## config.mk

```make
export PLATFORM = sky130hd
export DESIGN_NAME = qrs_disc
export DESIGN_NICKNAME = d
export VERILOG_FILES = /design/src/rtl/qrs_pkg.sv /design/src/rtl/qrs_disc.sv
export SDC_FILE = /design/constraint.sdc
export NUM_CORES = 2
export LEC_CHECK = 0
export ABC_AREA = 1
export BUFFER_PORTS_ARGS = -buffer_cell sky130_fd_sc_hd__buf_2
export CORE_MARGIN = 2
export CORE_UTILIZATION = 45
export CTS_BUF_LIST = sky130_fd_sc_hd__clkbuf_2 sky130_fd_sc_hd__clkbuf_4 sky130_fd_sc_hd__clkbuf_8
export DETAILED_ROUTE_END_ITERATION = 10
export SLEW_MARGIN = 20
export SYNTH_ARGS = -nofsm -noshare
export SYNTH_HDL_FRONTEND = slang
export SYNTH_SLANG_ARGS = --single-unit
```

## constraint.sdc

```tcl
create_clock -name clk -period 3.81 [get_ports clk]
set_input_delay 0.1905 -clock clk [delete_from_list [all_inputs] [get_ports clk]]
set_output_delay 0.1905 -clock clk [all_outputs]
set_load 0.005 [all_outputs]
```

## src/rtl/qrs_pkg.sv

```systemverilog
// ----------------------------------------------------------------------------
// qrs_pkg
// Shared types and constants of the quadratic real-root solver.
// ----------------------------------------------------------------------------
package qrs_pkg;

    localparam int COEF_WIDTH = 16;
    localparam int FRAC_BITS  = 16;
    localparam int ROOT_WIDTH = 32;

    typedef enum logic [1:0] {
        KIND_NONE   = 2'd0,
        KIND_DOUBLE = 2'd1,
        KIND_TWO    = 2'd2,
        KIND_DEGEN  = 2'd3
    } root_kind_t;

endpackage

```

## src/rtl/qrs_disc.sv

```systemverilog
// ----------------------------------------------------------------------------
// qrs_disc
// Two stages: the products b*b and a*c, then the discriminant and the case.
// ----------------------------------------------------------------------------
module qrs_disc
    import qrs_pkg::*;
#(
    parameter int CW = COEF_WIDTH
)
(
    input  logic                 clk,
    input  logic                 rst_n,
    input  logic                 en,
    input  logic                 in_valid,
    input  logic signed [CW-1:0] a,
    input  logic signed [CW-1:0] b,
    input  logic signed [CW-1:0] c,
    output logic                 out_valid,
    output logic signed [CW-1:0] out_a,
    output logic signed [CW-1:0] out_b,
    output root_kind_t           kind,
    output logic [2*CW:0]        disc_mag
);
    localparam int PW = 2 * CW;
    localparam int DSW = 2 * CW + 3;

    logic                 v1_reg, v2_reg;
    logic signed [CW-1:0] a1_reg, b1_reg, a2_reg, b2_reg;
    logic signed [PW-1:0] bb_reg, ac_reg;
    logic signed [DSW-1:0] disc;
    root_kind_t           kind_next, kind_reg;
    logic [PW:0]          mag_next, mag_reg;

    always_ff @(posedge clk or negedge rst_n)
    begin
        if (!rst_n)
        begin
            v1_reg <= 1'b0;
            v2_reg <= 1'b0;
        end
        else if (en)
        begin
            v1_reg <= in_valid;
            v2_reg <= v1_reg;
        end
    end

    always_ff @(posedge clk)
    begin
        if (en)
        begin
            a1_reg   <= a;
            b1_reg   <= b;
            bb_reg   <= b * b;
            ac_reg   <= a * c;
            a2_reg   <= a1_reg;
            b2_reg   <= b1_reg;
            kind_reg <= kind_next;
            mag_reg  <= mag_next;
        end
    end

    always_comb
    begin
        disc = $signed({{3{bb_reg[PW-1]}}, bb_reg})
             - $signed({ac_reg[PW-1], ac_reg, 2'b00});
        mag_next = '0;
        if (a1_reg == '0)
            kind_next = KIND_DEGEN;
        else if (disc[DSW-1])
            kind_next = KIND_NONE;
        else if (disc == '0)
            kind_next = KIND_DOUBLE;
        else
        begin
            kind_next = KIND_TWO;
            mag_next  = disc[PW:0];
        end
    end

    assign out_valid = v2_reg;
    assign out_a     = a2_reg;
    assign out_b     = b2_reg;
    assign kind      = kind_reg;
    assign disc_mag  = mag_reg;
endmodule

```

# Word level (Yosys, flattened, before mapping)
# Index checks and enable logic that the tools add are counted.
# totals
input_bits	52
regBits	165
output_inout_bits	68
elab_cells	18
# op_classes
mul	2
reduce_logical	3
mux	2
add_sub_neg	1
# op_table
cell	n
$mul A16 B16 Y32	2
$logic_not A35 Y1	1
$sub A32 B34 Y35	1
$logic_not A16 Y1	1
$mux W2	2
$reduce_or A3 Y1	1

# Longest topological paths before layout
# logic_depth
word_depth	4
ltp_mapped	28
mapped_depth_nobuf	27

# Least setup slack after synthesis
# No wires, ideal clock.
# synth_timing
path_kind	input-to-reg
from	input port a[7]
to	register ac_reg[25] (data pin)
stages	21
arrival_time_ps	5478
slack_ps	-1930
setup_ps	262
required_time_ps	3548
n_path_buf	2
path_cell_list	clkbuf_1 > clkbuf_1 > nand2_1 > fa_1 > inv_1 > fa_1 > inv_1 > fa_1 > inv_1 > fa_1 > fa_1 > inv_1 > fa_1 > inv_1 > ha_1 > nand2_1 > or4_1 > o21ai_0 > a21oi_1 > o21bai_1 > xor2_1
# synth_between
elab_chain_len	1
# synth_rtl
element	line	text
start, declared	qrs_disc.sv:15	input logic signed [CW-1:0] a,
$mul A16 B16 Y32	qrs_disc.sv:55	ac_reg <= a * c;
end signal, assigned	qrs_disc.sv:55	
end, declared	qrs_disc.sv:29	logic signed [PW-1:0] bb_reg, ac_reg;
# No other way between the ends.
# A chain may end at the register's enable or synchronous reset.

# Worst setup path in the final report
# layout_timing
from	input port c[15]
to	register ac_reg[25] (data pin)
# layout_between
elab_chain_len	1
# layout_rtl
element	line	text
start, declared	qrs_disc.sv:17	input logic signed [CW-1:0] c,
$mul A16 B16 Y32	qrs_disc.sv:55	
# No other way between the ends.

==> impl_metrics.tcl <==
set metrics [dict create \
    synth_top_family_by_area "adder cells" \
    crit_required_ps 4140 \
    layout-drive-gt1-share_pct 27.85 \
    track_usage_pct 23.06 \
    crit_type "in2reg" \
    yosys_warnings 0 \
    fin_crit_ps 4800 \
    drtIter0Drc 1046 \
    grt_pass1_wl_um 114600 \
    ys_async_sr_fraction_pct 1.235 \
    violations "setup timing" \
    clock_latency_ps 580 \
    synth_cell_types 44 \
    cts-root-buf "clkbuf_8" \
    antenna_found_initial 1 \
    status "finished, violations left" \
    drtAntennaViolNets 0 \
    r2r_slack_ps 590 \
    fmax_ghz 0.2083 \
    first_global_vias 22951 \
    first_pass_iters 8 \
    num-fill-cells 5226 \
    max_slew.worst_pin.slew_ps 968.6 \
    routedWlPerCell_um 15.14 \
    overflow 0 \
    hold_class "in2reg" \
    drc 0 \
    num_vias 21533 \
    r2r_end "disc_mag[24]" \
    synth.most_common_cell "inv_1" \
    synth_top_cells_by_count "991 x inv_1, 722 x nand2_1, 497 x fa_1" \
    post-dp-hpwl_um 56290 \
    numCtsBuffers 17 \
    r2r_start "ac_reg[0]" \
    grt_max_degree 85 \
    synth.ff_latch_count 162 \
    crit_arrival_ps 5130 \
    synth-adder-area-share_pct 45.90 \
    synthMuxAreaShare_pct 0 \
    nets 4462 \
    synth-xor-area-share_pct 2.897 \
    cts_sinks 162 \
    place_congestion 0.8828 \
    seq_area_frac_synth_pct 17.84 \
    rows 90 \
    setup_slack_ps -989.8 \
    startpoint_type "input pin" \
    whs_path_depth 2 \
    synth-main-ff-cell "edfxtp_1" \
    end_kind "register" \
    maxCapViolCount 0 \
    yosys.area_share.simple_pct 14.67 \
    synth-compound-area-share_pct 3.555 \
    finalClockSkew_ps 15.82 \
    cts_max_level 4 \
    die_x_um 249.9 \
    whs_ps 29.06 \
    area_growth_pct 30.32 \
    synth_edf_count 160 \
    hold_violations 0 \
    start_util_pct 45.33 \
    yosys.area.top_type "fa_1" \
    ioPinCount 120 \
    wl_um 68230 \
    synthTopCellsByArea "fa_1 37%, edfxtp_1 18%, inv_1 14%" \
    synthesis.nets 3951 \
    vias_per_cell 4.779 \
    die-area_um2 62440 \
    slew_violations 0 \
    holdPathEnd "a1_reg[14]" \
    worst-r2r-cell-count 15 \
    synth_area_um2 27210 \
    cp_max_fo 5 \
    min-delay-start "a[14]" \
    clockBufferDepth 2 \
    synth_cells 3199 \
    die_y_um 249.9 \
    slew_headroom_pct 35.43 \
    core-area_um2 60020 \
    postSynthAreaPerCell_um2 8.505 \
    io_buffers 118 \
    clk_pin_slew_ps 100 \
    setup_violations 45 \
    finalCritPeriodShare_pct 126.0 \
    synth_top_area_share_pct 36.57 \
    rsz0062_at_grt "true" \
    cts_tree "built" \
]
metal layers:
layer | share of wire, % | track usage, % | vias to the layer above
met3 | 5.0 | 3.264 | 70
li1 | - | - | 10271
met1 | 45 | 31.88 | 10723
met4 | 1.6 | 5.129 | 0
met2 | 49 | 38.63 | 469
met5 | 0 | 0 | -
kinds of logic (layout without fill, tap and decap cells):
family	Yosys count	in the layout
xor gates and xnor gates	90	90
AOI/OAI and AO/OA	170	170
and+or+nand+nor	988	988
DFF	162	162
other	1	2
buffers and inverters	1088	1612
adders and majority gates	700	700
metrics by stage:
step           cell area, um2  utilization [%]  std cells  setup slack (ps)  setup TNS [ps]
3_5_place_dp            32150            53.56       4371             -1826          -68600
4_1_cts                 34420            57.34       4472            -928.1          -28180
5_1_grt                 35460            59.08       4506             -1116          -37260
2_1_floorplan           28830                -       3199             -1444          -46010
3_3_place_gp            32150            53.56       4371             -1772          -65720
6_report                35460            59.08       4506            -989.8          -32070
how the worst max path moves through the flow:
stage	startpoint	endpoint
finish	c[15]	ac_reg[25]
global route	b[7]	bb_reg[27]
CTS	c[15]	ac_reg[25]
detailed placement	a[15]	ac_reg[29]
global placement	a[15]	ac_reg[29]
floorplan	c[7]	ac_reg[25]
cell type report:
| cell class | instances | area, um2 | area share [%] |
|---|---|---|---|
| multi-input cells | 1949 | 20290 | 57.22 |
| inverters | 993 | 3734 | 10.53 |
| clock buffers | 17 | 234.0 | 0.6599 |
| repair buffers | 587 | 5177 | 14.60 |
| well taps | 782 | 978.4 | 2.759 |
| diodes | 1 | 2.502 | 0.007057 |
| clock inverters | 15 | 187.7 | 0.5293 |
| flip-flops and latches | 162 | 4855 | 13.69 |
timing repair:
item / in CTS / in global routing
pin swaps: 140 / 122
setup endpoints to repair: 47 / 47
buffers inserted: 50 / 33
endpoints found under the hold margin: 25 / 1
cloned: 3 / 3
hold buffers: 25 / 1
gates resized for setup: 344 / 206
placed cells by master (no fill, tap or decap), types with 27 or more instances in the layout:
cell type / n
inv_1: 912
nand2_1: 622
fa_1: 457
buf_4: 357
edfxtp_1: 160
ha_1: 150
nor2_1: 106
buf_6: 82
inv_2: 78
nand2_2: 73
buf_2: 73
nand3_1: 50
ha_4: 49
xor2_1: 48
a21oi_1: 40
fa_2: 40
nor2_2: 36
nand2_4: 35
a21oi_2: 32
xnor2_1: 31
buf_12: 27
critical path, cell delays in order:
cell	delay, ps
buf_8	70
clkinvlp_4	190
or2_4	290
fa_1	450
fa_1	500
inv_2	40
fa_1	520
fa_2	450
fa_1	490
inv_1	50
fa_1	490
inv_2	40
ha_4	320
nand2_4	70
or4_4	440
o21ai_4	190
a21oi_4	90
o21bai_1	160
xor2_1	80
Power is not shown: default switching activity piles up to over one toggle a cycle in this logic, so the estimate is an artifact.
