File: config.mk
export PLATFORM = sky130hd
export DESIGN_NAME = qrs_div
export DESIGN_NICKNAME = d
export VERILOG_FILES = /design/src/rtl/qrs_pkg.sv /design/src/rtl/qrs_div.sv
export SDC_FILE = /design/constraint.sdc
export NUM_CORES = 2
export LEC_CHECK = 0
export BUFFER_PORTS_ARGS = -buffer_cell sky130_fd_sc_hd__buf_4
export CAP_MARGIN = 20
export CORE_UTILIZATION = 35
export DETAILED_ROUTE_END_ITERATION = 8
export PLACE_DENSITY = 0.48
export SLEW_MARGIN = 20
export SYNTH_ARGS = -nofsm -noshare
export SYNTH_HDL_FRONTEND = slang
export SYNTH_SLANG_ARGS = --single-unit
export TNS_END_PERCENT = 100
File: constraint.sdc
create_clock -name clk -period 10.65 [get_ports clk]
set_input_delay 2.13 -clock clk [delete_from_list [all_inputs] [get_ports clk]]
set_output_delay 2.13 -clock clk [all_outputs]
set_load 0.05 [all_outputs]
File: src/rtl/qrs_pkg.sv
// ----------------------------------------------------------------------------
// qrs_pkg
// Shared types and constants of the quadratic real-root solver.
// ----------------------------------------------------------------------------
package qrs_pkg;

    localparam int COEF_WIDTH = 16;
    localparam int FRAC_BITS  = 16;
    localparam int ROOT_WIDTH = 32;

    typedef enum logic [1:0] {
        KIND_NONE   = 2'd0,
        KIND_DOUBLE = 2'd1,
        KIND_TWO    = 2'd2,
        KIND_DEGEN  = 2'd3
    } root_kind_t;

endpackage

File: src/rtl/qrs_div.sv
// ----------------------------------------------------------------------------
// qrs_div
// Restoring unsigned divider, one quotient bit per pipeline stage; the sign
// request and a tag travel with the item.
// ----------------------------------------------------------------------------
module qrs_div
    import qrs_pkg::*;
#(
    parameter int NW    = 2 * COEF_WIDTH,
    parameter int MW    = COEF_WIDTH + 1,
    parameter int TAG_W = 1
)
(
    input  logic             clk,
    input  logic             rst_n,
    input  logic             en,
    input  logic             in_valid,
    input  logic [NW-1:0]    num,
    input  logic [MW-1:0]    den,
    input  logic             in_neg,
    input  logic [TAG_W-1:0] in_tag,
    output logic             out_valid,
    output logic [NW-1:0]    quot,
    output logic             out_neg,
    output logic [TAG_W-1:0] out_tag
);
    logic             vld_reg [NW];
    logic [NW-1:0]    n_reg   [NW];
    logic [MW-1:0]    r_reg   [NW];
    logic [NW-1:0]    q_reg   [NW];
    logic [MW-1:0]    d_reg   [NW];
    logic             neg_reg [NW];
    logic [TAG_W-1:0] tag_reg [NW];

    for (genvar i = 0; i < NW; i++)
    begin : g_stage
        logic             cur_v, cur_neg, ge;
        logic [NW-1:0]    cur_n, cur_q;
        logic [MW-1:0]    cur_r, cur_d;
        logic [TAG_W-1:0] cur_tag;
        logic [MW:0]      r_sh, r_sub;

        if (i == 0)
        begin : g_first
            assign cur_v   = in_valid;
            assign cur_n   = num;
            assign cur_r   = '0;
            assign cur_q   = '0;
            assign cur_d   = den;
            assign cur_neg = in_neg;
            assign cur_tag = in_tag;
        end
        else
        begin : g_next
            assign cur_v   = vld_reg[i-1];
            assign cur_n   = n_reg[i-1];
            assign cur_r   = r_reg[i-1];
            assign cur_q   = q_reg[i-1];
            assign cur_d   = d_reg[i-1];
            assign cur_neg = neg_reg[i-1];
            assign cur_tag = tag_reg[i-1];
        end

        always_comb
        begin
            r_sh  = {cur_r, cur_n[NW-1]};
            r_sub = r_sh - {1'b0, cur_d};
            ge    = (r_sh >= {1'b0, cur_d});
        end

        always_ff @(posedge clk or negedge rst_n)
        begin
            if (!rst_n)
                vld_reg[i] <= 1'b0;
            else if (en)
                vld_reg[i] <= cur_v;
        end

        always_ff @(posedge clk)
        begin
            if (en)
            begin
                n_reg[i]   <= cur_n << 1;
                r_reg[i]   <= ge ? r_sub[MW-1:0] : r_sh[MW-1:0];
                q_reg[i]   <= {cur_q[NW-2:0], ge};
                d_reg[i]   <= cur_d;
                neg_reg[i] <= cur_neg;
                tag_reg[i] <= cur_tag;
            end
        end
    end

    assign out_valid = vld_reg[NW-1];
    assign quot      = q_reg[NW-1];
    assign out_neg   = neg_reg[NW-1];
    assign out_tag   = tag_reg[NW-1];
endmodule
* Yosys cells after proc, flatten, opt, wreduce, memory -nomap -nowiden
Memories as Yosys holds them, arrays and structs flattened.
Index checks and enable logic that the tools add are counted.
** Cells by class
- Magnitude comparators :: 32
- Add/sub/neg operators :: 32
- Muxes and demuxes :: 34
** Operators by type and width (count)
- $ge A18 B17 Y1 :: 31
- $mux W17 :: 32
- $sub A17 B17 Y17 :: 31
- $ge A1 B17 Y1 :: 1
- $sub A1 B17 Y17 :: 1
- $mux W1 :: 2
** Storage, ports and cells
- Input port bits :: 55
- Output and inout port bits :: 35
- Bits in writable memories :: 3168
- Memories :: 6
- Flip-flop bits (word level) :: 32
- Word-level logic and storage cells :: 136
** Memories
- q_reg :: depth 32, bits a word 32, rd ports 32, clocked after memory_dff 0, write ports 32, RTL line qrs_div.sv:30 : logic [NW-1:0] q_reg [NW];
- n_reg :: depth 32, bits a word 31, rd ports 31, clocked after memory_dff 0, write ports 32, RTL line qrs_div.sv:28 : logic [NW-1:0] n_reg [NW];
- d_reg :: depth 32, bits a word 17, rd ports 31, clocked after memory_dff 0, write ports 32, RTL line qrs_div.sv:31 : logic [MW-1:0] d_reg [NW];
- r_reg :: depth 32, bits a word 17, rd ports 31, clocked after memory_dff 0, write ports 32, RTL line qrs_div.sv:29 : logic [MW-1:0] r_reg [NW];
- neg_reg :: depth 32, bits a word 1, rd ports 32, clocked after memory_dff 0, write ports 32, RTL line qrs_div.sv:32 : logic neg_reg [NW];
- tag_reg :: depth 32, bits a word 1, rd ports 32, clocked after memory_dff 0, write ports 32, RTL line qrs_div.sv:33 : logic [TAG_W-1:0] tag_reg [NW];

* Longest topological paths before layout
An unclocked memory read counts as a cell.
- Depth after elaboration :: 3
- Gate-level depth with buffers :: 14
- Mapped depth without buffers :: 12

* Worst setup path before layout
No wires, ideal clock.
- Path kind :: input port to flip-flop
- From :: input num[31]
- To :: memory r_reg[0][10] (netlist name), data pin
- Required time :: 10377 ps
- Library setup time :: 273 ps
- Arrival time :: 3240 ps
- Buffers on the path :: 1
- Stages :: 6
- Setup slack :: 7137 ps
- Path through :: inv_1 -> ha_1 -> clkinv_1 -> o21ai_1 -> clkbuf_1 -> nor3_1
** RTL lines
- from (decl) :: RTL line qrs_div.sv:18 : input logic [NW-1:0] num,
- to (decl) :: RTL line qrs_div.sv:29

==> results.py <==
metrics = {
    "clock_tree": {
        "ctsHtreeMaxLevel": 4,
        "cts.repair.resized": 0,
        "cts_buffers": 242,
        "clockBufferDepth": 4,
        "cts_setup_buffers": 0,
        "clock_sinks": 2174,
        "ctsHoldBuffers": 0,
        "cts_tree": "yes",
        "worstSkewPairLatency_ps": 920,
        "path_clk_slew_ps": 60,
        "root_buffer": "clkbuf_16",
    },
    "worst_setup_path": {
        "timing.rr.start": "n_reg[24][30]",
        "crit_path_end_kind": "flip-flop",
        "cp_num_buf_inv": 3,
        "path_cells": "inv_1 > ha_1 > inv_1 > fa_1 > a21o_1 > a21oi_1 > o21ai_0 > a221oi_2 > o31ai_1 > a2111oi_4 > buf_4 > mux2_2",
        "path_class": "flip-flop to flip-flop",
        "rr_endpoint": "r_reg[1][154]",
        "worstPathRequired_ps": 11270,
        "cpMostUsedCell": "inv_1",
        "cp_slowest_stage_delay_ps": 570,
        "reg2reg_slack_ps": 6500,
        "cp-start-kind": "flip-flop",
        "r2r.worst_path.cells": 12,
        "crit_path_max_fanout": 26,
        "cpMaxStageDelayCell": "a2111oi_4",
        "arrival_ps": 4760,
        "critPathTopFamily": "compound AO/OA/AOI/OAI gates",
    },
    "floorplan": {
        "rows": 192,
        "start_util_pct": 35.2,
        "dieHeight_um": 527,
        "die_w_um": 527,
        "core_area_mm2": 0.274,
        "dieArea_mm2": 0.277,
        "ios": 90,
    },
    "timing": {
        "rsz0062_at_grt": "false",
        "finalCritPeriodShare_pct": 38.9,
        "hold_violations": 0,
        "fin_ws_ps": 6500,
        "max_freq_mhz": 241,
        "slew_headroom_pct": 30.6,
        "fin_tns_setup_ps": 0,
        "timing.final.crit_period_ps": 4150,
        "worst_slew_pin_slew_ps": 1040,
        "drv_slew": 0,
        "setup_viol": 0,
        "skew_ps": 50.1,
    },
    "grt": {
        "grt_pass1_wl_um": 287000,
        "grt_pass1_vias": 52192,
        "globalRouteTotalUtil_pct": 12.8,
        "gr-total-overflow": 0,
        "antenna_found_initial": 2,
        "grt_max_degree": 171,
    },
    "min_path": {
        "min_path_cells": 0,
        "min_from": "q_reg[1][181]",
        "hold_end": "q_reg[1][214]",
        "min_path_type": "flip-flop to flip-flop",
    },
    "placed_design": {
        "dpl-instance-area_mm2": 0.102,
        "pre_cts_ws_ps": 5820,
        "place_hpwl_um": 123000,
        "io_buffers": 89,
        "gp_congestion": 0.828,
    },
    "yosys": {
        "synth_top_cell_area_share_pct": 66.8,
        "yosysTopAreaCell": "edfxtp_1",
        "syn_nets": 7390,
        "ys_seq_elements": 2174,
        "synthArstFlopShare_pct": 1.47,
        "synth_area_mm2": 0.0963,
        "yosysUniqueCellTypes": 82,
        "ys_seq_area_share_pct": 67.6,
        "avgSynthCellArea_um2": 14.2,
        "yosysWarnings": 0,
        "synthTopCellsByArea": "edfxtp_1 (67%), ha_1 (6.9%), mux2_2 (2.8%)",
        "synth_cells": 6776,
        "yosysMostFrequentCell": "edfxtp_1",
        "yosys-top-cells-count": "edfxtp_1 (2142), inv_1 (667), ha_1 (529)",
        "synth_enable_flop_cells": 2142,
        "synth_flop_cell": "edfxtp_1",
    },
    "drt": {
        "wire_per_inst_um": 16.5,
        "routed_wl_um": 180000,
        "viasPerCell": 4.80,
        "antenna_left": 0,
        "drt-pass1-iter-count": 5,
        "drc": 0,
        "dr_total_vias": 52087,
        "drt_iter0_drc": 3292,
    },
    "final_layout": {
        "n_fill_cell": 25009,
        "drive_gt1_share_pct": 10.8,
        "area_delta_synth_final_pct": 14.0,
        "final_cell_area_mm2": 0.110,
        "final_nets": 7682,
        "largest_reg_flops": 528,
    },
    "power_and_ir_drop": {
        "peakVddDrop_v": 0.000148,
        "total_power_w": 0.0312,
        "leakagePower_nw": 41.8,
        "p_per_area_mw_per_mm2": 284,
    },
    "flow_run": {
        "maxCapViolCount": 0,
    },
    "status": {
        "outcome": "completed",
    },
}
[kinds of logic (layout without fill, tap and decap cells)]
kind of cell             count (synthesis)  in the layout  synth area share, %
AND/OR/NAND/NOR                       1223           1223                 5.95
flip-flops                            2174           2174                 67.6
other                                    0              2                    0
adder cells (fa/ha/maj)                559            559                 7.49
AO/OA/AOI/OAI                         1411           1411                 9.33
multiplexers                           272            272                 3.18
XOR/XNOR                               383            383                 3.48
buffers and inverters                  754           1247                 2.96
[worst register-to-register path, delay by kind of cell (launching register included)]
kind / cells / cell delay, ps
AOI/OAI and AO/OA: 6 / 1980
adders and majority gates: 2 / 570
buffers and inverters: 3 / 500
DFF: 1 / 480
muxes: 1 / 370
[worst max-delay path by stage]
stage / from / end / slack [ps] / cells past startpoint
after floorplan: num[31] / r_reg[0][10] / 7140 / 6
after detailed placement: en / g_stage[21].cur_v / 5820 / 4
after global routing: n_reg[24][30] / r_reg[1][154] / 6240 / 12
after CTS: n_reg[24][30] / r_reg[1][154] / 6470 / 12
final: n_reg[24][30] / r_reg[1][154] / 6500 / 12
after global placement: en / out_valid / 5840 / 4
[metrics by stage]
step / util, % / cells / hold WS (ps)
after CTS: 40.1 / 10857 / 375
after detailed placement: 37.2 / 10412 / 405
after global routing: 40.1 / 10860 / 380
after global placement: 37.2 / 10412 / 400
after floorplan: - / 6776 / 400
final: 40.1 / 10860 / 384
[power breakdown]
part           internal, W  total [W]  leakage (nW)  switching, W
clock network      0.00498    0.00841          3.89       0.00343
registers           0.0117     0.0126          21.3      0.000927
logic              0.00460     0.0102          16.6       0.00556
total               0.0213     0.0312          41.8       0.00991
[layout by cell type, fill, tap and decap left out, drive strengths merged, types with 36 or more instances in the layout]
master | synthesis | final
a211oi | 48 | 48
a21o | 192 | 192
a21oi | 364 | 364
a31oi | 40 | 40
buf | 20 | 134
clkbuf | 66 | 285
clkinv | 1 | 109
edfxtp | 2142 | 2142
ha | 529 | 529
inv | 667 | 673
mux2 | 246 | 246
nand2 | 440 | 440
nand2b | 55 | 55
nand3 | 84 | 84
nand4 | 73 | 73
nor2 | 260 | 260
nor2b | 44 | 44
nor3 | 106 | 106
o21a | 57 | 57
o21ai | 399 | 399
o21bai | 85 | 85
o31ai | 36 | 36
or3 | 57 | 57
xnor2 | 241 | 241
xor2 | 142 | 142
[cell type report]
cell class                      instances  area (um^2)  area share [%]
Sequential cell                      2174        65100            59.3
Clock inverter                        160         1810            1.65
Timing Repair Buffer                  134         1150            1.04
Clock buffer                          285         6240            5.68
Multi-Input combinational cell       3848        28500            25.9
Tap cell                             3589         4490            4.09
Inverter                              668         2510            2.28
Antenna cell                            2         5.00         0.00456
[layer usage]
metal | vias up | track usage [%] | wire length (um)
li1 | 25899 | - | -
met1 | 25098 | 17.0 | 82600
met2 | 770 | 21.2 | 85100
met3 | 320 | 2.00 | 6310
met4 | 0 | 4.38 | 5630
met5 | - | 0 | 0
(Power assumes the default switching activity.)
