<file path="src/rtl/qrs_pkg.sv">
// ----------------------------------------------------------------------------
// qrs_pkg
// Shared types and constants of the quadratic real-root solver.
// ----------------------------------------------------------------------------
package qrs_pkg;

    localparam int COEF_WIDTH = 16;
    localparam int FRAC_BITS  = 16;
    localparam int ROOT_WIDTH = 32;

    typedef enum logic [1:0] {
        KIND_NONE   = 2'd0,
        KIND_DOUBLE = 2'd1,
        KIND_TWO    = 2'd2,
        KIND_DEGEN  = 2'd3
    } root_kind_t;

endpackage

</file>
<file path="src/rtl/qrs_sqrt.sv">
// ----------------------------------------------------------------------------
// qrs_sqrt
// Restoring square root, one result bit per pipeline stage; gives
// floor(sqrt(d) * 2^FB) and carries a tag alongside.
// ----------------------------------------------------------------------------
module qrs_sqrt
    import qrs_pkg::*;
#(
    parameter int IN_W  = 2 * COEF_WIDTH + 1,
    parameter int FB    = FRAC_BITS,
    parameter int TAG_W = 1
)
(
    input  logic                                clk,
    input  logic                                rst_n,
    input  logic                                en,
    input  logic                                in_valid,
    input  logic [IN_W-1:0]                     radicand,
    input  logic [TAG_W-1:0]                    in_tag,
    output logic                                out_valid,
    output logic [(IN_W+1)/2+FB-1:0]            root,
    output logic [TAG_W-1:0]                    out_tag
);
    localparam int N   = (IN_W + 1) / 2 + FB;
    localparam int XW  = 2 * N;
    localparam int RW  = N + 3;
    localparam int PAD = XW - IN_W - 2 * FB;

    logic             vld_reg  [N];
    logic [XW-1:0]    x_reg    [N];
    logic [RW-1:0]    rem_reg  [N];
    logic [N-1:0]     root_reg [N];
    logic [TAG_W-1:0] tag_reg  [N];

    for (genvar i = 0; i < N; i++)
    begin : g_stage
        logic             cur_v;
        logic [XW-1:0]    cur_x;
        logic [RW-1:0]    cur_rem;
        logic [N-1:0]     cur_root;
        logic [TAG_W-1:0] cur_tag;
        logic [RW-1:0]    rem_sh, trial;
        logic             ge;

        if (i == 0)
        begin : g_first
            assign cur_v    = in_valid;
            assign cur_x    = {{PAD{1'b0}}, radicand, {(2*FB){1'b0}}};
            assign cur_rem  = '0;
            assign cur_root = '0;
            assign cur_tag  = in_tag;
        end
        else
        begin : g_next
            assign cur_v    = vld_reg[i-1];
            assign cur_x    = x_reg[i-1];
            assign cur_rem  = rem_reg[i-1];
            assign cur_root = root_reg[i-1];
            assign cur_tag  = tag_reg[i-1];
        end

        always_comb
        begin
            rem_sh = {cur_rem[RW-3:0], cur_x[XW-1 -: 2]};
            trial  = {1'b0, cur_root, 2'b01};
            ge     = (rem_sh >= trial);
        end

        always_ff @(posedge clk or negedge rst_n)
        begin
            if (!rst_n)
                vld_reg[i] <= 1'b0;
            else if (en)
                vld_reg[i] <= cur_v;
        end

        always_ff @(posedge clk)
        begin
            if (en)
            begin
                x_reg[i]    <= cur_x << 2;
                rem_reg[i]  <= ge ? (rem_sh - trial) : rem_sh;
                root_reg[i] <= {cur_root[N-2:0], ge};
                tag_reg[i]  <= cur_tag;
            end
        end
    end

    assign out_valid = vld_reg[N-1];
    assign root      = root_reg[N-1];
    assign out_tag   = tag_reg[N-1];
endmodule

</file>
<file path="config.mk">
export PLATFORM = sky130hd
export DESIGN_NAME = qrs_sqrt
export DESIGN_NICKNAME = d
export VERILOG_FILES = /design/src/rtl/qrs_pkg.sv /design/src/rtl/qrs_sqrt.sv
export SDC_FILE = /design/constraint.sdc
export NUM_CORES = 2
export LEC_CHECK = 0
export BUFFER_PORTS_ARGS = -buffer_cell sky130_fd_sc_hd__buf_2
export CORE_MARGIN = 1.5
export CORE_UTILIZATION = 50
export CTS_BUF_LIST = sky130_fd_sc_hd__clkbuf_2 sky130_fd_sc_hd__clkbuf_4 sky130_fd_sc_hd__clkbuf_8
export DETAILED_ROUTE_END_ITERATION = 12
export PLACE_DENSITY = 0.68
export SLEW_MARGIN = 10
export SYNTH_ARGS = -nofsm -noshare
export SYNTH_HDL_FRONTEND = slang
export SYNTH_MEMORY_MAX_BITS = 65536
export SYNTH_SLANG_ARGS = --single-unit
</file>
<file path="constraint.sdc">
create_clock -name clk -period 5.3 [get_ports clk]
set_input_delay 0.795 -clock clk [delete_from_list [all_inputs] [get_ports clk]]
set_output_delay 0.795 -clock clk [all_outputs]
set_load 0.01 [all_outputs]
</file>
======== After elaboration in Yosys (flattened, before gate mapping) ========
Memory sizes are Yosys's and may differ from the RTL's.
Index checks and enable logic that the tools add are counted.
storage, ports and cells
  register bits ........................... 33
  bits in writable memories ............... 4422
  input bits .............................. 38
  output and inout bits ................... 35
  word-level logic and storage cells ...... 138
  memories kept ........................... 4
cells by class
  add/sub/neg operators ................... 33
  magnitude comparators ................... 33
  mux-type cells .......................... 35
memory list
  name      words  width  read ports  clocked after memory_dff  write ports  line            text
  x_reg     33     64     32          0                         33           qrs_sqrt.sv:30  logic [XW-1:0] x_reg [N];
  rem_reg   33     36     32          0                         33           qrs_sqrt.sv:31  logic [RW-1:0] rem_reg [N];
  root_reg  33     33     33          0                         33           qrs_sqrt.sv:32  logic [N-1:0] root_reg [N];
  tag_reg   33     1      33          0                         33           qrs_sqrt.sv:33  logic [TAG_W-1:0] tag_reg [N];
operators with widths
  cell                                                                count
  36-bit 2-to-1 mux                                                   33
  36-bit by 35-bit >= comparator with 1-bit output                    32
  36-bit by 35-bit subtractor with 36-bit output                      32
  1-bit 2-to-1 mux                                                    2
  1-bit by 1-bit subtractor with 2-bit output, second input constant  1
  1-bit >= comparator, second input constant                          1

======== Longest topological paths before layout ========
An unclocked memory read counts as a cell.
  word-level depth ........................ 3
  depth in mapped cells ................... 15
  depth with buffers taken out ............ 14

======== Worst setup path after synthesis ========
OpenSTA, ideal clock, no wires.
  path type ............................... flip-flop to flip-flop
  start ................................... mem rem_reg[0][972] in the netlist's numbering
  end ..................................... mem rem_reg[0][1021] in the netlist's numbering (data pin)
  library setup time ...................... 260 ps
  arrival ................................. 3865 ps
  data required time ...................... 5040 ps
  setup slack ............................. 1175 ps
  cell stages (with the launch flop) ...... 14
  path buffers ............................ 2
  period minus slack after synthesis ...... 4125 ps
  cells stage by stage .................... edfxtp_1 > ha_1 > fa_1 > a211oi_1 > o21ai_0 > a41oi_1 > o211ai_1 > or3_1 > a31oi_1 > o31ai_1 > nor3b_1 > clkbuf_1 > buf_2 > mux2_2
RTL lines
  item             line
  start, declared  qrs_sqrt.sv:31

==> results by stage <==
Synth:
- The library cell occupying the most area in the post-synthesis netlist is edfxtp_1.
- The mean area per synthesized cell is 11.83 um2.
- By area the synthesized netlist is led by edfxtp_1 (58%), ha_1 (7.2%), xor2_1 (4.1%).
- The number of warning messages in the yosys log is 0.
- The post-synthesis cell type count is 88.
- Of the synthesized area, sequential elements account for 0.5856.
- Counting flops and latches in the post-synthesis netlist gives 1,916.
- Synthesis produced 8,280 cells.
- The total nets after synthesis is 8,896.
- The number of synthesized flops with an enable pin is 1,883.
- The dominant synthesized flop cell is edfxtp_1.
- Of the post-synthesis cell area, the dominant cell type holds 0.5772.
- The async set-reset flop share out of synthesis is 0.01722.
- The cell area after technology mapping is 97,960 um2.

Critical path:
- The maximum cell stage delay along the critical path is 0.47 ns.
- The kind of cell with the highest combined delay along the critical path is compound AO/OA/AOI/OAI gates.
- The sort of element at the start of the critical path is a flip-flop.
- Walking the worst path, the cells encountered are ha_1, fa_1, a211oi_1, o21ai_0, a41oi_1, o211ai_1, or3_1, a31oi_1, o31ai_1, nor3b_2, buf_12, mux2_2.
- The worst setup path is captured at a flip-flop.
- Data arrives at the worst endpoint at 5.32 ns.
- The worst path required time is 6.09 ns.
- The maximum fanout encountered on the critical timing path is 56.
- The slowest cell on the critical path is edfxtp_1.
- The count of buffering cells on the critical path with inverters included is 1.
- The worst setup path is of the flip-flop to flip-flop kind.

Floorplan:
- In this run the horizontal extent of the chip is 445.6 um.
- In this run the count of I/O pins placed on the die edge is 73.
- The floorplan die height is 445.6 um.
- The floorplan has 162 rows.
- The region available for standard cell placement spans 194,800 um2.
- The die area is 198,600 um2.
- The initial utilization of the core area, before any placement, comes to 0.5029.

Global route:
- The met2 layer usage reported by global route is 0.3304.
- For this run the aggregate overflow at the end of global routing stands at 0.
- For this run, the total global-route usage over all layers was measured as 0.1934.
- The met3 capacity usage during global routing is 0.03250.
- Entering global routing, the biggest net connects 167 pins.
- For this run, global-route usage on met1 was measured as 0.2462.
- The number of antenna violations at the first check in global routing is 1.
- The first-pass GRT wire length is 314.4 mm.
- The peak-usage layer in the global routing report is met2.
- The number of global-route vias before repair is 62,510.

Timing:
- The number of max-slew violations in the final report is 0.
- The setup skew after layout is 0.04742 ns.
- Measured against its own limit, the worst slew margin works out to 0.3504.
- The final number of hold-violating endpoints is 0.
- For the final routed database, the setup TNS stands at 0 ns.
- Final hold analysis gives a worst-case slack of 0.2105 ns.
- The actual slew at the worst max-slew pin is 0.9744 ns.
- The highest achievable clock rate is 220.4 MHz.
- The part of the cycle the worst path needs is 0.8561.
- The number of endpoints failing setup at the final stage is 0.
- The clock period minus worst slack is 4.538 ns.
- Setup repair after global routing left no endpoint under its margin.

Status:
- The flow ran to the end, and the final reports show no timing, DRC or antenna violations.

CTS:
- Clock-pin slew was measured on the worst setup and hold paths at 0.06 ns.
- The clock tree synthesis step divided the H-tree into 5 levels.
- The buffer count from post-CTS setup fixing is 0.
- The post-cts gate resize count is 0.
- The root buffer cell chosen for the clock tree is clkbuf_8.
- The TritonCTS sink count is 1,916.
- The maximum root-to-sink buffer count is 4.
- The total CTS buffers is 336.
- TritonCTS built the clock tree.
- The insertion delay of the later-clocked pin in the worst-skew pair is 1.04 ns.

Power:
- The total power is 0.04489 W.
- Of the total power, registers draw 0.471.
- The proportion of total power due to net switching is 0.2938.
- Across the VDD grid, the largest voltage drop is 0.2609 mV.
- The leakage component of the power is 42.48 nW.
- The internal portion of the total power is 0.03170 W.
- The proportion of power drawn by combinational gates is 0.229.
- The part of the power in the clock network is 0.300.
- The power per cell area is 412.6 nW/um2.
- The switching power is 0.01319 W.

Place:
- At the end of routability-driven placement, the weighted congestion stood at 0.9117.
- Detailed placement ended at an HPWL of 138.6 mm.
- The number of buffers inserted by port buffering is 72.

Drt:
- The final routed DRC violation total is 0.
- Before antenna repair, the detailed router went through 7 iterations.
- Once detail routing completed, the nets flagged for antenna violations numbered 0.
- The final routed wire length divided by cell count is 16.69 um.
- After detailed routing, the number of vias per cell comes to 5.460.
- For this block, the initial DRC count from the detailed router was 4,048.
- The number of vias in the routed layout is 62,850.
- After detailed routing, the total wire length is 192.2 mm.

Run:
- The reported max-cap violation count is 0.

Final layout:
- The number of fill cells in the layout is 16,000.
- The share of layout cells above drive strength 1 is 0.09262.
- For this run, the post-layout net count is 9,258.
- The register with the most flip-flops in the layout has 1,017 of them.
- The area growth from synthesis to layout is 11.07%.

Hold path:
- The min-delay analysis places its worst path in the category input pin to flip-flop.
-- routing by layer --
layer,wire (um),part of all wire
met5,0,0
met4,5751,0.030
met3,8619,0.045
met2,93630,0.49
met1,84150,0.44
-- repair_timing --
| item | 4_1_cts | 5_1_grt |
|---|---|---|
| hold buffers | 36 | 0 |
| setup endpoints to repair | 0 | 0 |
| endpoints found under the hold margin | 68 | 0 |
-- final cells by class --
| class | instances | area [um2] | area share |
|---|---|---|---|
| timing repair buffer | 175 | 1451 | 0.01334 |
| clock inverter | 149 | 1200 | 0.01103 |
| antenna | 1 | 2.502 | 0.00002300 |
| clock buffer | 433 | 5396 | 0.04960 |
| tap | 2624 | 3283 | 0.03017 |
| multi-input combinational | 5492 | 37400 | 0.3437 |
| inverter | 721 | 2706 | 0.02487 |
| sequential | 1916 | 57370 | 0.5273 |
-- kinds of logic after synthesis --
group,Yosys count,share of synthesized area
XOR/XNOR,802,0.07170
AND/OR/NAND/NOR,2201,0.1087
buffers and inverters,872,0.03359
AO/OA/AOI/OAI,1830,0.1161
flip-flops,1916,0.5856
other,1,0.00003828
multiplexers,80,0.009171
adder cells (fa/ha/maj),578,0.07497
-- Yosys cell counts, drive strengths merged (15+ instances only) --
cell and number:
buf 18, nor4 112, nand4 56, edfxtp 1883
and2 27, or2 46, nor2 420, a21o 227
nand2b 88, o21ai 620, nor3 231, o21a 93
or4 56, a211o 16, a21boi 37, xor2 454
o31ai 76, clkbuf 133, and3 58, or3 105
o21bai 75, nand3 113, dfrtp 33, a211oi 47
mux2 78, a21oi 404, ha 563, o211ai 31
fa 15, a31oi 49, nand3b 23, nor2b 62
nand2 756, xnor2 348, inv 719
-- final timing paths --
kind	cells after the start	slack (ns)	end	startpoint
min in group asynchronous	2	0.36	g_stage[18].cur_v	rst_n
max in group asynchronous	2	4.49	g_stage[4].cur_v	rst_n
setup / recovery	12	0.76	rem_reg[0][1010]	rem_reg[0][972]
hold reg to reg	0	0.39	x_reg[0][381]	x_reg[0][315]
hold / removal	1	0.21	x_reg[0][33]	en
setup reg to reg	12	0.76	rem_reg[0][1010]	rem_reg[0][972]
-- power groups by stage --
stage | clock, W | combinational, W | sequential (W)
floorplan | 0 | 0.00787 | 0.0208
global placement | 0 | 0.00989 | 0.0214
detailed placement | 0 | 0.0102 | 0.0214
CTS | 0.0139 | 0.0103 | 0.0211
global route | 0.0146 | 0.0116 | 0.0214
finish | 0.0135 | 0.0103 | 0.0212
-- cells in the final DEF (no fill, tap or decap), types with 58 or more instances in the layout --
| cell type | count |
|---|---|
| edfxtp_1 | 1883 |
| nand2_1 | 756 |
| inv_1 | 714 |
| o21ai_0 | 618 |
| ha_1 | 563 |
| xor2_1 | 454 |
| nor2_1 | 419 |
| a21oi_1 | 401 |
| xnor2_1 | 348 |
| clkbuf_8 | 343 |
| nor3_1 | 229 |
| a21o_1 | 227 |
| nand3_1 | 112 |
| nor4_1 | 108 |
| or3_1 | 105 |
| o21a_1 | 93 |
| clkbuf_4 | 90 |
| nand2b_1 | 88 |
| mux2_2 | 78 |
| o31ai_1 | 76 |
| o21bai_1 | 75 |
| clkinv_1 | 74 |
| buf_2 | 71 |
| nor2b_1 | 62 |
| and3_1 | 58 |
-- stage by stage --
stage          cells  instance area (um2)  utilization  setup WS [ns]
5_1_grt        11510               108800       0.5586         0.3731
3_3_place_gp   10890               101900       0.5229         0.7898
2_1_floorplan   8280                97960            -          1.175
3_5_place_dp   10890               101900       0.5229         0.7837
4_1_cts        11510               108800       0.5586         0.7343
6_report       11510               108800       0.5586         0.7624
Power figures use the tool's default switching activity.
